File: config.mk
export PLATFORM = sky130hd
export DESIGN_NAME = sample_mean_variance_stddev
export DESIGN_NICKNAME = d
export VERILOG_FILES = /design/src/hdl/smvs_pkg.sv /design/src/hdl/smvs_ram.sv /design/src/hdl/smvs_div.sv /design/src/hdl/smvs_sqacc.sv /design/src/hdl/smvs_sqrt.sv /design/src/hdl/sample_mean_variance_stddev.sv
export SDC_FILE = /design/constraint.sdc
export NUM_CORES = 2
export LEC_CHECK = 0
export BUFFER_PORTS_ARGS = -buffer_cell sky130_fd_sc_hd__buf_2
export CAP_MARGIN = 10
export CORE_MARGIN = 8
export CORE_UTILIZATION = 29
export DETAILED_ROUTE_END_ITERATION = 16
export GPL_ROUTABILITY_DRIVEN = 0
export PLACE_DENSITY = 0.54
export SLEW_MARGIN = 15
export SYNTH_ARGS = -nofsm -noshare
export SYNTH_HDL_FRONTEND = slang
export SYNTH_SLANG_ARGS = --single-unit
File: constraint.sdc
create_clock -name i_clk -period 8.58 [get_ports i_clk]
set_input_delay 1.716 -clock i_clk [delete_from_list [all_inputs] [get_ports i_clk]]
set_output_delay 1.716 -clock i_clk [all_outputs]
set_load 0.02 [all_outputs]
File: src/hdl/smvs_pkg.sv
package smvs_pkg;

    // Sample word and result field widths
    localparam int SAMPLE_BITS = 24;
    localparam int W_SUM       = 30;
    localparam int W_MEAN      = 24;
    localparam int W_VAR       = 54;
    localparam int W_STD       = 27;
    localparam int W_CNT       = 7;

    // One incoming sample request
    typedef struct packed {
        logic signed [SAMPLE_BITS-1:0] sample_value;
        logic                          sample_last;
    } t_sample_in;

    // One result request, closing a data set
    typedef struct packed {
        logic signed [W_SUM-1:0]  sum_total;
        logic signed [W_MEAN-1:0] mean_value;
        logic [W_VAR-1:0]         variance_value;
        logic [W_STD-1:0]         std_deviation;
        logic [W_CNT-1:0]         sample_count;
        logic                     too_few;
        logic                     overflowed;
    } t_result;

endpackage

File: src/hdl/smvs_ram.sv
module smvs_ram #(
    parameter int WIDTH = 24,
    parameter int DEPTH = 64
) (
    input  logic                     i_clk,
    input  logic                     i_we,
    input  logic [$clog2(DEPTH)-1:0] i_waddr,
    input  logic [WIDTH-1:0]         i_wdata,
    input  logic [$clog2(DEPTH)-1:0] i_raddr,
    output logic [WIDTH-1:0]         o_rdata
);

    logic [WIDTH-1:0] r_mem [DEPTH];
    logic [WIDTH-1:0] r_rdata;

    // Write one entry, read one entry into a register
    always_ff @(posedge i_clk) begin
        if (i_we) begin
            r_mem[i_waddr] <= i_wdata;
        end
        r_rdata <= r_mem[i_raddr];
    end

    assign o_rdata = r_rdata;

endmodule

File: src/hdl/smvs_div.sv
module smvs_div #(
    parameter int NW = 55,
    parameter int DW = 7
) (
    input  logic          i_clk,
    input  logic          i_rst_n,
    input  logic          i_start,
    input  logic [NW-1:0] i_dividend,
    input  logic [DW-1:0] i_divisor,
    output logic [NW-1:0] o_quotient,
    output logic          o_done
);

    localparam int CNTW = $clog2(NW + 1);

    logic [NW-1:0]   r_q;
    logic [DW-1:0]   r_rem;
    logic [DW-1:0]   r_dvs;
    logic [CNTW-1:0] r_cnt;
    logic            r_busy;
    logic            r_done;

    logic [DW:0]     w_trial;
    logic [DW:0]     w_diff;
    logic            w_fit;

    // Bring down the next dividend bit and try the divisor
    assign w_trial = {r_rem, r_q[NW-1]};
    assign w_fit   = (w_trial >= {1'b0, r_dvs});
    assign w_diff  = w_trial - {1'b0, r_dvs};

    // Sequence the iterations
    always_ff @(posedge i_clk) begin
        if (!i_rst_n) begin
            r_busy <= 1'b0;
            r_done <= 1'b0;
            r_cnt  <= '0;
        end else begin
            r_done <= 1'b0;
            if (i_start) begin
                r_busy <= 1'b1;
                r_cnt  <= '0;
            end else if (r_busy) begin
                r_cnt <= r_cnt + CNTW'(1);
                if (r_cnt == CNTW'(NW - 1)) begin
                    r_busy <= 1'b0;
                    r_done <= 1'b1;
                end
            end
        end
    end

    // Shift quotient bits in as dividend bits leave
    always_ff @(posedge i_clk) begin
        if (i_start) begin
            r_q   <= i_dividend;
            r_rem <= '0;
            r_dvs <= i_divisor;
        end else if (r_busy) begin
            r_q   <= {r_q[NW-2:0], w_fit};
            r_rem <= w_fit ? w_diff[DW-1:0] : w_trial[DW-1:0];
        end
    end

    assign o_quotient = r_q;
    assign o_done     = r_done;

endmodule

File: src/hdl/smvs_sqacc.sv
module smvs_sqacc #(
    parameter int DW  = 24,
    parameter int ACW = 55
) (
    input  logic           i_clk,
    input  logic           i_rst_n,
    input  logic           i_clear,
    input  logic           i_start,
    input  logic [DW-1:0]  i_mag,
    output logic [ACW-1:0] o_acc,
    output logic           o_done
);

    localparam int CNTW = $clog2(DW + 1);

    logic [ACW-1:0]  r_acc;
    logic [ACW-1:0]  r_mcand;
    logic [DW-1:0]   r_mplier;
    logic [CNTW-1:0] r_cnt;
    logic            r_busy;
    logic            r_done;

    // Sequence one square, one multiplier bit per cycle
    always_ff @(posedge i_clk) begin
        if (!i_rst_n) begin
            r_busy <= 1'b0;
            r_done <= 1'b0;
            r_cnt  <= '0;
        end else begin
            r_done <= 1'b0;
            if (i_start) begin
                r_busy <= 1'b1;
                r_cnt  <= '0;
            end else if (r_busy) begin
                r_cnt <= r_cnt + CNTW'(1);
                if (r_cnt == CNTW'(DW - 1)) begin
                    r_busy <= 1'b0;
                    r_done <= 1'b1;
                end
            end
        end
    end

    // Add the shifted magnitude into the total where the multiplier bit is set
    always_ff @(posedge i_clk) begin
        if (i_clear) begin
            r_acc <= '0;
        end else if (r_busy && r_mplier[0]) begin
            r_acc <= r_acc + r_mcand;
        end
        if (i_start) begin
            r_mcand  <= ACW'(i_mag);
            r_mplier <= i_mag;
        end else if (r_busy) begin
            r_mcand  <= {r_mcand[ACW-2:0], 1'b0};
            r_mplier <= {1'b0, r_mplier[DW-1:1]};
        end
    end

    assign o_acc  = r_acc;
    assign o_done = r_done;

endmodule

File: src/hdl/smvs_sqrt.sv
module smvs_sqrt #(
    parameter int VW = 55
) (
    input  logic                   i_clk,
    input  logic                   i_rst_n,
    input  logic                   i_start,
    input  logic [VW-1:0]          i_value,
    output logic [(VW+1)/2-1:0]    o_root,
    output logic                   o_done
);

    localparam int RW   = (VW + 1) / 2;
    localparam int PW   = 2 * RW;
    localparam int CNTW = $clog2(RW + 1);

    logic [PW-1:0]   r_val;
    logic [RW:0]     r_rem;
    logic [RW-1:0]   r_root;
    logic [CNTW-1:0] r_cnt;
    logic            r_busy;
    logic            r_done;

    logic [RW+2:0]   w_trial;
    logic [RW+2:0]   w_cand;
    logic [RW+2:0]   w_diff;
    logic            w_fit;

    // Bring down the next radix-4 digit and test root*4+1
    assign w_trial = {r_rem, r_val[PW-1 -: 2]};
    assign w_cand  = (RW + 3)'({r_root, 2'b01});
    assign w_fit   = (w_trial >= w_cand);
    assign w_diff  = w_trial - w_cand;

    // Sequence one root bit per cycle
    always_ff @(posedge i_clk) begin
        if (!i_rst_n) begin
            r_busy <= 1'b0;
            r_done <= 1'b0;
            r_cnt  <= '0;
        end else begin
            r_done <= 1'b0;
            if (i_start) begin
                r_busy <= 1'b1;
                r_cnt  <= '0;
            end else if (r_busy) begin
                r_cnt <= r_cnt + CNTW'(1);
                if (r_cnt == CNTW'(RW - 1)) begin
                    r_busy <= 1'b0;
                    r_done <= 1'b1;
                end
            end
        end
    end

    // Advance the remainder and the partial root
    always_ff @(posedge i_clk) begin
        if (i_start) begin
            r_val  <= PW'(i_value);
            r_rem  <= '0;
            r_root <= '0;
        end else if (r_busy) begin
            r_val  <= {r_val[PW-3:0], 2'b00};
            r_rem  <= w_fit ? w_diff[RW:0] : w_trial[RW:0];
            r_root <= {r_root[RW-2:0], w_fit};
        end
    end

    assign o_root = r_root;
    assign o_done = r_done;

endmodule

File: src/hdl/sample_mean_variance_stddev.sv
// Sample mean, variance and standard deviation over one data set.
// Input channel (i_in_valid / o_in_ready / i_in_data): one signed Q15.8 sample
// per request, sample_last marking the end of the data set. While loading,
// samples are taken at one per cycle; up to MAX_SAMPLES are stored, later
// ones are dropped and reported through the overflowed flag.
// Output channel (o_out_valid / i_out_ready / o_out_data): one result request
// per data set, holding total, mean, variance (Q.16), floor root (Q.8), count
// and the too_few / overflowed flags.
// After the last sample is taken, the result is worked out by the bit-serial
// divider (used twice when two or more samples are stored), the shift-add
// squaring unit (one pass per stored sample, read from the sample memory)
// and the radix-4 root unit.
// No sample is taken from the last one until the result has been accepted;
// a stalled receiver simply holds the result register and the block waits.
// Reset clears the count, total and overflow flag and returns to loading;
// the sample memory needs no clearing as only entries of the current set are
// read.
module sample_mean_variance_stddev #(
    parameter int MAX_SAMPLES = 64
) (
    input  logic                 i_clk,
    input  logic                 i_rst_n,
    input  logic                 i_in_valid,
    output logic                 o_in_ready,
    input  smvs_pkg::t_sample_in i_in_data,
    output logic                 o_out_valid,
    input  logic                 i_out_ready,
    output smvs_pkg::t_result    o_out_data
);

    import smvs_pkg::*;

    localparam int CW  = $clog2(MAX_SAMPLES + 1);
    localparam int AW  = $clog2(MAX_SAMPLES);
    localparam int TW  = SAMPLE_BITS + CW;
    localparam int SQW = 2 * SAMPLE_BITS + CW;
    localparam int RW  = (SQW + 1) / 2;
    localparam int SXW = TW + W_SUM;
    localparam int VXW = SQW + W_VAR;
    localparam int DXW = RW + W_STD;
    localparam int CXW = CW + W_CNT;

    typedef enum logic [6:0] {
        S_LOAD = 7'b0000001,
        S_MDIV = 7'b0000010,
        S_RD   = 7'b0000100,
        S_SQ   = 7'b0001000,
        S_VDIV = 7'b0010000,
        S_ROOT = 7'b0100000,
        S_OUT  = 7'b1000000
    } t_state;

    t_state                        r_state, n_state;
    logic                          r_go, n_go;
    logic [CW-1:0]                 r_count, n_count;
    logic signed [TW-1:0]          r_total, n_total;
    logic                          r_ovf, n_ovf;
    logic [AW-1:0]                 r_idx, n_idx;
    logic signed [SAMPLE_BITS-1:0] r_mean, n_mean;
    logic [SQW-1:0]                r_var, n_var;
    logic [RW-1:0]                 r_std, n_std;

    logic                          w_accept;
    logic                          w_room;
    logic [SAMPLE_BITS-1:0]        w_rdata;
    logic                          w_neg;
    logic [TW-1:0]                 w_abs;
    logic [SQW-1:0]                w_dividend;
    logic [CW-1:0]                 w_divisor;
    logic [SQW-1:0]                w_quo;
    logic                          w_div_done;
    logic [SAMPLE_BITS-1:0]        w_q_lo;
    logic [SAMPLE_BITS:0]          w_diff;
    logic [SAMPLE_BITS:0]          w_dabs;
    logic [SQW-1:0]                w_sq_acc;
    logic                          w_sq_done;
    logic [RW-1:0]                 w_root;
    logic                          w_root_done;
    logic                          w_last_idx;
    logic signed [SXW-1:0]         w_sum_ext;
    logic [VXW-1:0]                w_var_ext;
    logic [DXW-1:0]                w_std_ext;
    logic [CXW-1:0]                w_cnt_ext;

    assign o_in_ready  = (r_state == S_LOAD);
    assign o_out_valid = (r_state == S_OUT);
    assign w_accept    = i_in_valid & o_in_ready;
    assign w_room      = (r_count < CW'(MAX_SAMPLES));

    // Sample store
    smvs_ram #(
        .WIDTH (SAMPLE_BITS),
        .DEPTH (MAX_SAMPLES)
    ) u_store (
        .i_clk   (i_clk),
        .i_we    (w_accept & w_room),
        .i_waddr (r_count[AW-1:0]),
        .i_wdata (i_in_data.sample_value),
        .i_raddr (r_idx),
        .o_rdata (w_rdata)
    );

    // Shared divider: magnitude of the total by count, then squares by count-1
    assign w_neg      = r_total[TW-1];
    assign w_abs      = w_neg ? TW'(-r_total) : TW'(r_total);
    assign w_dividend = (r_state == S_VDIV) ? w_sq_acc : SQW'(w_abs);
    assign w_divisor  = (r_state == S_VDIV) ? (r_count - CW'(1)) : r_count;

    smvs_div #(
        .NW (SQW),
        .DW (CW)
    ) u_div (
        .i_clk      (i_clk),
        .i_rst_n    (i_rst_n),
        .i_start    (r_go && ((r_state == S_MDIV) || (r_state == S_VDIV))),
        .i_dividend (w_dividend),
        .i_divisor  (w_divisor),
        .o_quotient (w_quo),
        .o_done     (w_div_done)
    );

    assign w_q_lo = w_quo[SAMPLE_BITS-1:0];

    // Deviation magnitude of the sample just read from the store
    assign w_diff = {r_mean[SAMPLE_BITS-1], r_mean} - {w_rdata[SAMPLE_BITS-1], w_rdata};
    assign w_dabs = w_diff[SAMPLE_BITS] ? (~w_diff + (SAMPLE_BITS + 1)'(1)) : w_diff;

    smvs_sqacc #(
        .DW  (SAMPLE_BITS),
        .ACW (SQW)
    ) u_sqacc (
        .i_clk   (i_clk),
        .i_rst_n (i_rst_n),
        .i_clear (r_state == S_MDIV),
        .i_start (r_go && (r_state == S_SQ)),
        .i_mag   (w_dabs[SAMPLE_BITS-1:0]),
        .o_acc   (w_sq_acc),
        .o_done  (w_sq_done)
    );

    smvs_sqrt #(
        .VW (SQW)
    ) u_sqrt (
        .i_clk   (i_clk),
        .i_rst_n (i_rst_n),
        .i_start (r_go && (r_state == S_ROOT)),
        .i_value (r_var),
        .o_root  (w_root),
        .o_done  (w_root_done)
    );

    assign w_last_idx = (CW'(r_idx) == (r_count - CW'(1)));

    // Sequence loading, mean, squares, variance and root
    always_comb begin
        n_state = r_state;
        n_go    = 1'b0;
        n_count = r_count;
        n_total = r_total;
        n_ovf   = r_ovf;
        n_idx   = r_idx;
        n_mean  = r_mean;
        n_var   = r_var;
        n_std   = r_std;
        case (r_state)
            S_LOAD: begin
                if (w_accept) begin
                    if (w_room) begin
                        n_count = r_count + CW'(1);
                        n_total = r_total + TW'(i_in_data.sample_value);
                    end else begin
                        n_ovf = 1'b1;
                    end
                    if (i_in_data.sample_last) begin
                        n_state = S_MDIV;
                        n_go    = 1'b1;
                    end
                end
            end
            S_MDIV: begin
                if (w_div_done) begin
                    n_mean  = w_neg ? (~w_q_lo + SAMPLE_BITS'(1)) : w_q_lo;
                    n_idx   = '0;
                    n_state = S_RD;
                end
            end
            S_RD: begin
                n_state = S_SQ;
                n_go    = 1'b1;
            end
            S_SQ: begin
                if (w_sq_done) begin
                    if (w_last_idx) begin
                        if (r_count >= CW'(2)) begin
                            n_state = S_VDIV;
                            n_go    = 1'b1;
                        end else begin
                            n_var   = '0;
                            n_std   = '0;
                            n_state = S_OUT;
                        end
                    end else begin
                        n_idx   = r_idx + AW'(1);
                        n_state = S_RD;
                    end
                end
            end
            S_VDIV: begin
                if (w_div_done) begin
                    n_var   = w_quo;
                    n_state = S_ROOT;
                    n_go    = 1'b1;
                end
            end
            S_ROOT: begin
                if (w_root_done) begin
                    n_std   = w_root;
                    n_state = S_OUT;
                end
            end
            S_OUT: begin
                if (i_out_ready) begin
                    n_count = '0;
                    n_total = '0;
                    n_ovf   = 1'b0;
                    n_state = S_LOAD;
                end
            end
            default: begin
                n_state = S_LOAD;
            end
        endcase
    end

    // Hold control state and data-set totals
    always_ff @(posedge i_clk) begin
        if (!i_rst_n) begin
            r_state <= S_LOAD;
            r_go    <= 1'b0;
            r_count <= '0;
            r_total <= '0;
            r_ovf   <= 1'b0;
        end else begin
            r_state <= n_state;
            r_go    <= n_go;
            r_count <= n_count;
            r_total <= n_total;
            r_ovf   <= n_ovf;
        end
    end

    // Hold working and result values
    always_ff @(posedge i_clk) begin
        r_idx  <= n_idx;
        r_mean <= n_mean;
        r_var  <= n_var;
        r_std  <= n_std;
    end

    // Fit internal widths to the result fields
    assign w_sum_ext = SXW'(r_total);
    assign w_var_ext = VXW'(r_var);
    assign w_std_ext = DXW'(r_std);
    assign w_cnt_ext = CXW'(r_count);

    always_comb begin
        o_out_data.sum_total      = w_sum_ext[W_SUM-1:0];
        o_out_data.mean_value     = r_mean;
        o_out_data.variance_value = w_var_ext[W_VAR-1:0];
        o_out_data.std_deviation  = w_std_ext[W_STD-1:0];
        o_out_data.sample_count   = w_cnt_ext[W_CNT-1:0];
        o_out_data.too_few        = (r_count == CW'(1));
        o_out_data.overflowed     = r_ovf;
    end

endmodule

# [After elaboration in Yosys (flattened, before gate mapping)]
# Memories as Yosys holds them, arrays and structs flattened. A register that Yosys moved wholly into a read port is not among the register bits.
# Cells that the tools add are included.
[op_classes] n_eq_ne=24 n_addsub=14 reduce_logical=25 n_div=0 bitwise_logic=8 mux=72 n_mul=0 n_lt_le_gt_ge=4 shift=0
[op_table] operator="$mux 55" count=9
[op_table] operator="$mux 24" count=6
[op_table] operator="$mux 31" count=4
[op_table] operator="$pmux 55 s2" count=1
[op_table] operator="$mux 27" count=4
[op_table] operator="$mux 7" count=14
[op_table] operator="$pmux 31 s2" count=1
[op_table] operator="$add 55x55->55" count=1
[op_table] operator="$pmux 27 s2" count=1
[op_table] operator="$pmux 7 s7" count=1
[op_table] operator="$add 24x1->24 const B" count=2
[op_table] operator="$not 24->24" count=2
[op_table] operator="$add 31x24->31" count=1
[op_table] operator="$ge 31x30->1" count=1
[op_table] operator="$neg 31->31" count=1
[op_table] operator="$mux 29" count=1
[op_table] operator="$sub 29x29->29" count=1
[op_table] operator="$sub 24x24->25" count=1
[op_table] operator="$mux 1" count=23
[op_table] operator="$mux 6" count=3
[op_table] operator="$eq 7x1->1 const B" count=2
[op_table] operator="$ne 2x1->1 const B" count=7
[op_table] operator="$pmux 7 s2" count=1
[op_table] operator="$reduce_bool 2->1" count=7
[op_table] operator="other kinds (31)" count=52
[word_totals] elab_cells=177 memories=1 mem_bits_rw=1536 mem_bits_ro=0 regBits=497 latch_bits=0
[mem_list] memory="u_store.r_mem" words=64 width=24 read_ports=1 rd_clocked_by_memory_dff=1 write_ports=1 line_no="smvs_ram.sv:13" text="logic [WIDTH-1:0] r_mem [DEPTH];"

# [Longest topological paths before layout]
[depth] depth_word=5 depth_mapped=15

# [By module]
# A second synthesis with hierarchy kept.
[hier_totals] cells_unflattened=5773 hier_area_um2=89574.7
[modules_own_cells] module="smvs_ram" seq_area_each_um2=46604.7 n_inst=1 area_per_inst_um2=59295.6 cells_per_inst=2610
[modules_own_cells] module="sample_mean_variance_stddev" seq_area_each_um2=4304.1 n_inst=1 area_per_inst_um2=11543.6 cells_per_inst=1279
[modules_own_cells] module="smvs_sqacc" seq_area_each_um2=3303.2 n_inst=1 area_per_inst_um2=8511.9 cells_per_inst=992
[modules_own_cells] module="smvs_sqrt" seq_area_each_um2=2952.8 n_inst=1 area_per_inst_um2=6550.0 cells_per_inst=630
[modules_own_cells] module="smvs_div" seq_area_each_um2=2162.1 n_inst=1 area_per_inst_um2=3673.5 cells_per_inst=262

# [Worst setup path before layout]
# No wires, ideal clock.
[synth_timing] path_kind="input to register" start="in i_in_valid" end="mem u_store.r_mem[63][0], enable pin" setup_slack_ns=4.444 t_required_ns=8.175 t_arrival_ns=3.731 path_buffers=1 stages=5 setup_time_ns=0.405 path_cell_list="nand2b_1 > nor2_1 > clkbuf_1 > nand4_1 > nor2_1"
[synth_between] elab_chain_len=4
[synth_rtl] item="from (decl)" line_no="sample_mean_variance_stddev.sv:23" text="input logic i_in_valid,"
[synth_rtl] item="$and 1x1->1" line_no="sample_mean_variance_stddev.sv:87" text="assign w_accept = i_in_valid & o_in_ready;"
[synth_rtl] item="$and 1x1->1" line_no="sample_mean_variance_stddev.sv:96" text=".i_we (w_accept & w_room),"
[synth_rtl] item="$mux 1" line_no="smvs_ram.sv:18" text="if (i_we) begin"
[synth_rtl] item="$mux 1 (implied by the code)" line_no="smvs_ram.sv:19" text="r_mem[i_waddr] <= i_wdata;"
[synth_rtl] item="to (decl)" line_no="smvs_ram.sv:13"
# Every way passes these cells.

==> flow_metrics.tcl <==
set metrics [dict create \
    p_per_area_nw_per_um2 243 \
    switchingPower_uw 6760 \
    synth-simple-area-share_pct 6.51 \
    p_comb_share_pct 17.0 \
    preCtsSetupSlack_ps 3150 \
    fin_crit_sh_pct 55.4 \
    p_int_uw 17700 \
    nets 5880 \
    io_buffers 174 \
    antenna_found_initial 36 \
    htreeDepth 4 \
    viasPerCell 5.04 \
    wl_per_cell_um 25.2 \
    initial_core_util_pct 29.2 \
    p_clk_share_pct 36.5 \
    fin_cells 9855 \
    ir_worst_vdd_mv 0.201 \
    cp-end-kind "output port" \
    wirelength_um 249000 \
    synth_top_area_share_pct 61.7 \
    tightestPinTransition_ps 1210 \
    ant_nets 0 \
    final_common_cell "edfxtp_1" \
    slew_headroom_pct 19.4 \
    path_buf_inv 1 \
    io_pins 175 \
    status "completed" \
    core_um2 303000 \
    final_cell_mix "edfxtp_1, mux4_2, nand2_1, nor2_1, dfxtp_1" \
    synth_fp_nets 5700 \
    core.rowCount 202 \
    fin_skew_ps 82.1 \
    grt_pass1_wl_um 354000 \
    drc_errors 0 \
    rsz0062_at_grt "false" \
    synth_xor_area_share_pct 2.00 \
    drt_iter0_markers 4974 \
    timing_worst_setup_path_type "reg -> out" \
    synth.ff_latch_count 2057 \
    fp.dieW_um 568 \
    post-route-util_pct 33.2 \
    drtPass1Iterations 5 \
    holdBufCountCts 0 \
    synth_compound_area_share_pct 5.69 \
    max_freq_mhz 210 \
    cp-startpoint "r_count[3]$_SDFFE_PN0P_" \
    cts_root_buf "clkbuf_16" \
    worstSkewPairLatency_ps 890 \
    rr_startpoint "r_state[0]$_SDFFE_PN1P_" \
    path_cells "or3_1 > nor4b_1 > buf_2" \
    hold_viol_final 0 \
    fp.dieH_um 568 \
    netlist_top_cells_area "edfxtp_1, mux4_2, dfxtp_1" \
    ff2ff_path_depth 8 \
    cts_tree "built" \
    rrSetupSlack_ps 4040 \
    dieArea_um2 322000 \
    synth_fa_ha_area_share_pct 2.30 \
    clock_path_buffers 4 \
    syn-cell-area_um2 88300 \
    cts_resized 0 \
    synthArstFlopShare_pct 0 \
    drive_above_1_share_pct 21.1 \
    area_growth_pct 13.9 \
    swShare_pct 27.7 \
    cts_sinks 2057 \
    synth.distinct_cells 90 \
    clk_pin_slew_ps 60 \
    power_frac_seq_pct 46.5 \
    leakage_uw 0.0332 \
    grt_pass1_vias 49200 \
    syn_area_per_cell_um2 16.0 \
    crit_cells 3 \
    worstReg2RegEnd "u_sqrt.r_val[44]$_DFFE_PP_" \
    dpl.cell_count 9456 \
    cpMaxStageDelayCell "or3_1" \
    maxSlewViolCount 0 \
    setup_viol 0 \
    startpoint_type "register" \
    grt_overflow_total 0 \
    synth-edff-count 1813 \
    total_power_uw 24400 \
    critPathTopFamily "simple AND/OR/NAND/NOR gates" \
    timing.final.ws_setup_ps 3820 \
    synth_flop_cell "edfxtp_1" \
    grt_max_degree 152 \
    synth_top_family_by_area "multiplexers" \
    fin_setup_tns_ps 0 \
    cp_max_fo 12 \
    fillers 29300 \
    grt_use_total_pct 14.8 \
    cp.required_ps 6860 \
    synthCells 5511 \
    yosys.area.top_type "edfxtp_1" \
    vias 49700 \
    cts_setup_buffers 0 \
    crit_path_end "o_out_data[1]" \
    hold_path.class "reg -> reg" \
    yosysWarnings 0 \
    crit_arrival_ps 3040 \
    cap_viol_max_count 0 \
    crit_path_max_incr_delay_ps 900 \
    muxShareOfSynthArea_pct 13.9 \
    fin_crit_ps 4760 \
    cts_made_buffers 211 \
    dp_hpwl_um 159000 \
    ys_seq_area_share_pct 67.2 \
]
## worst min path at each step
stage,startpoint,end,slack (ps),depth (start not counted)
2_1_floorplan,u_div.r_rem[6]$_SDFFE_PP0P_,u_div.r_rem[6]$_SDFFE_PP0P_,440,2
3_3_place_gp,u_div.r_rem[6]$_SDFFE_PP0P_,u_div.r_rem[6]$_SDFFE_PP0P_,450,2
3_5_place_dp,r_ovf$_SDFFE_PN0P_,r_ovf$_SDFFE_PN0P_,460,2
4_1_cts,u_sqacc.o_acc[27]$_SDFFE_PP0P_,u_sqacc.o_acc[27]$_SDFFE_PP0P_,470,2
5_1_grt,u_sqacc.o_acc[27]$_SDFFE_PP0P_,u_sqacc.o_acc[27]$_SDFFE_PP0P_,480,2
6_report,r_ovf$_SDFFE_PN0P_,r_ovf$_SDFFE_PN0P_,470,2
## area by class of cell
type	count	area [µm²]	area share, %
Inverter	117	439	0.437
Timing Repair Buffer	316	2010	2.00
Clock inverter	140	1150	1.15
Clock buffer	241	5430	5.40
Antenna cell	18	45.0	0.0448
Sequential cell	2057	59300	59.0
Tap cell	3978	4980	4.95
Multi-Input combinational cell	2988	27100	27.0
## power by group through the flow
| stage | Sequential [µW] | Clock (µW) | Combinational (µW) |
|---|---|---|---|
| 2_1_floorplan | 11500 | 0 | 2750 |
| 3_3_place_gp | 11600 | 0 | 4150 |
| 3_5_place_dp | 11600 | 0 | 4170 |
| 4_1_cts | 11400 | 9110 | 4190 |
| 5_1_grt | 11400 | 9440 | 4490 |
| 6_report | 11400 | 8910 | 4150 |
## routing by layer
metal	vias up	wire length (µm)	GRT usage, %
met5	-	74	0
met4	12	6810	4.14
met3	339	19200	3.44
met2	1668	117000	23.9
met1	25900	106000	20.1
li1	21800	-	-
## tightest hold or removal path, stage by stage, from the launching register on
cell     delay [ps]
dfxtp_1         320
nor2_1           50
nor2_1           70
## flip-flops by register name (all words and copies together), names as in the netlist, 24 cells and up
register and count:
u_store.r_mem 1536, u_sqrt.r_val 56, r_var 55, u_div.o_quotient 55, u_sqacc.o_acc 55, u_sqacc.r_mcand 55, r_total 31, u_sqrt.r_rem 29
u_sqrt.o_root 28, r_std 27, r_mean 24, u_sqacc.r_mplier 24, u_store.o_rdata 24
## Yosys cell counts, types with 22 or more instances
master,n
a22o_1,25
nand2_1,471
a211oi_1,24
o21ai_0,211
dfxtp_1,244
nand2b_1,24
o21a_1,39
edfxtp_1,1813
or3_1,27
clkbuf_1,203
a31oi_1,26
a21oi_1,226
and2_1,95
nor2b_1,46
a21o_1,69
nand3_1,65
mux4_2,504
buf_1,48
o31ai_1,24
nor2_1,330
inv_1,116
a22oi_1,22
nor3_1,49
buf_4,87
xnor2_1,104
mux2i_1,93
nand4_1,32
ha_1,156
xor2_1,98
## through the flow
stage / cell area (µm²) / hold slack, ps
2_1_floorplan: 88300 / 437
3_3_place_gp: 93900 / 449
3_5_place_dp: 93900 / 458
4_1_cts: 100000 / 468
5_1_grt: 101000 / 481
6_report: 101000 / 471
## kinds of logic after synthesis
group           Yosys count
buf+inv                 466
compound gates          791
simple gates           1238
mux                     597
xor+xnor                202
flops                  2057
fa+ha+maj               160
Note: power is estimated with default switching activity, not from simulation.
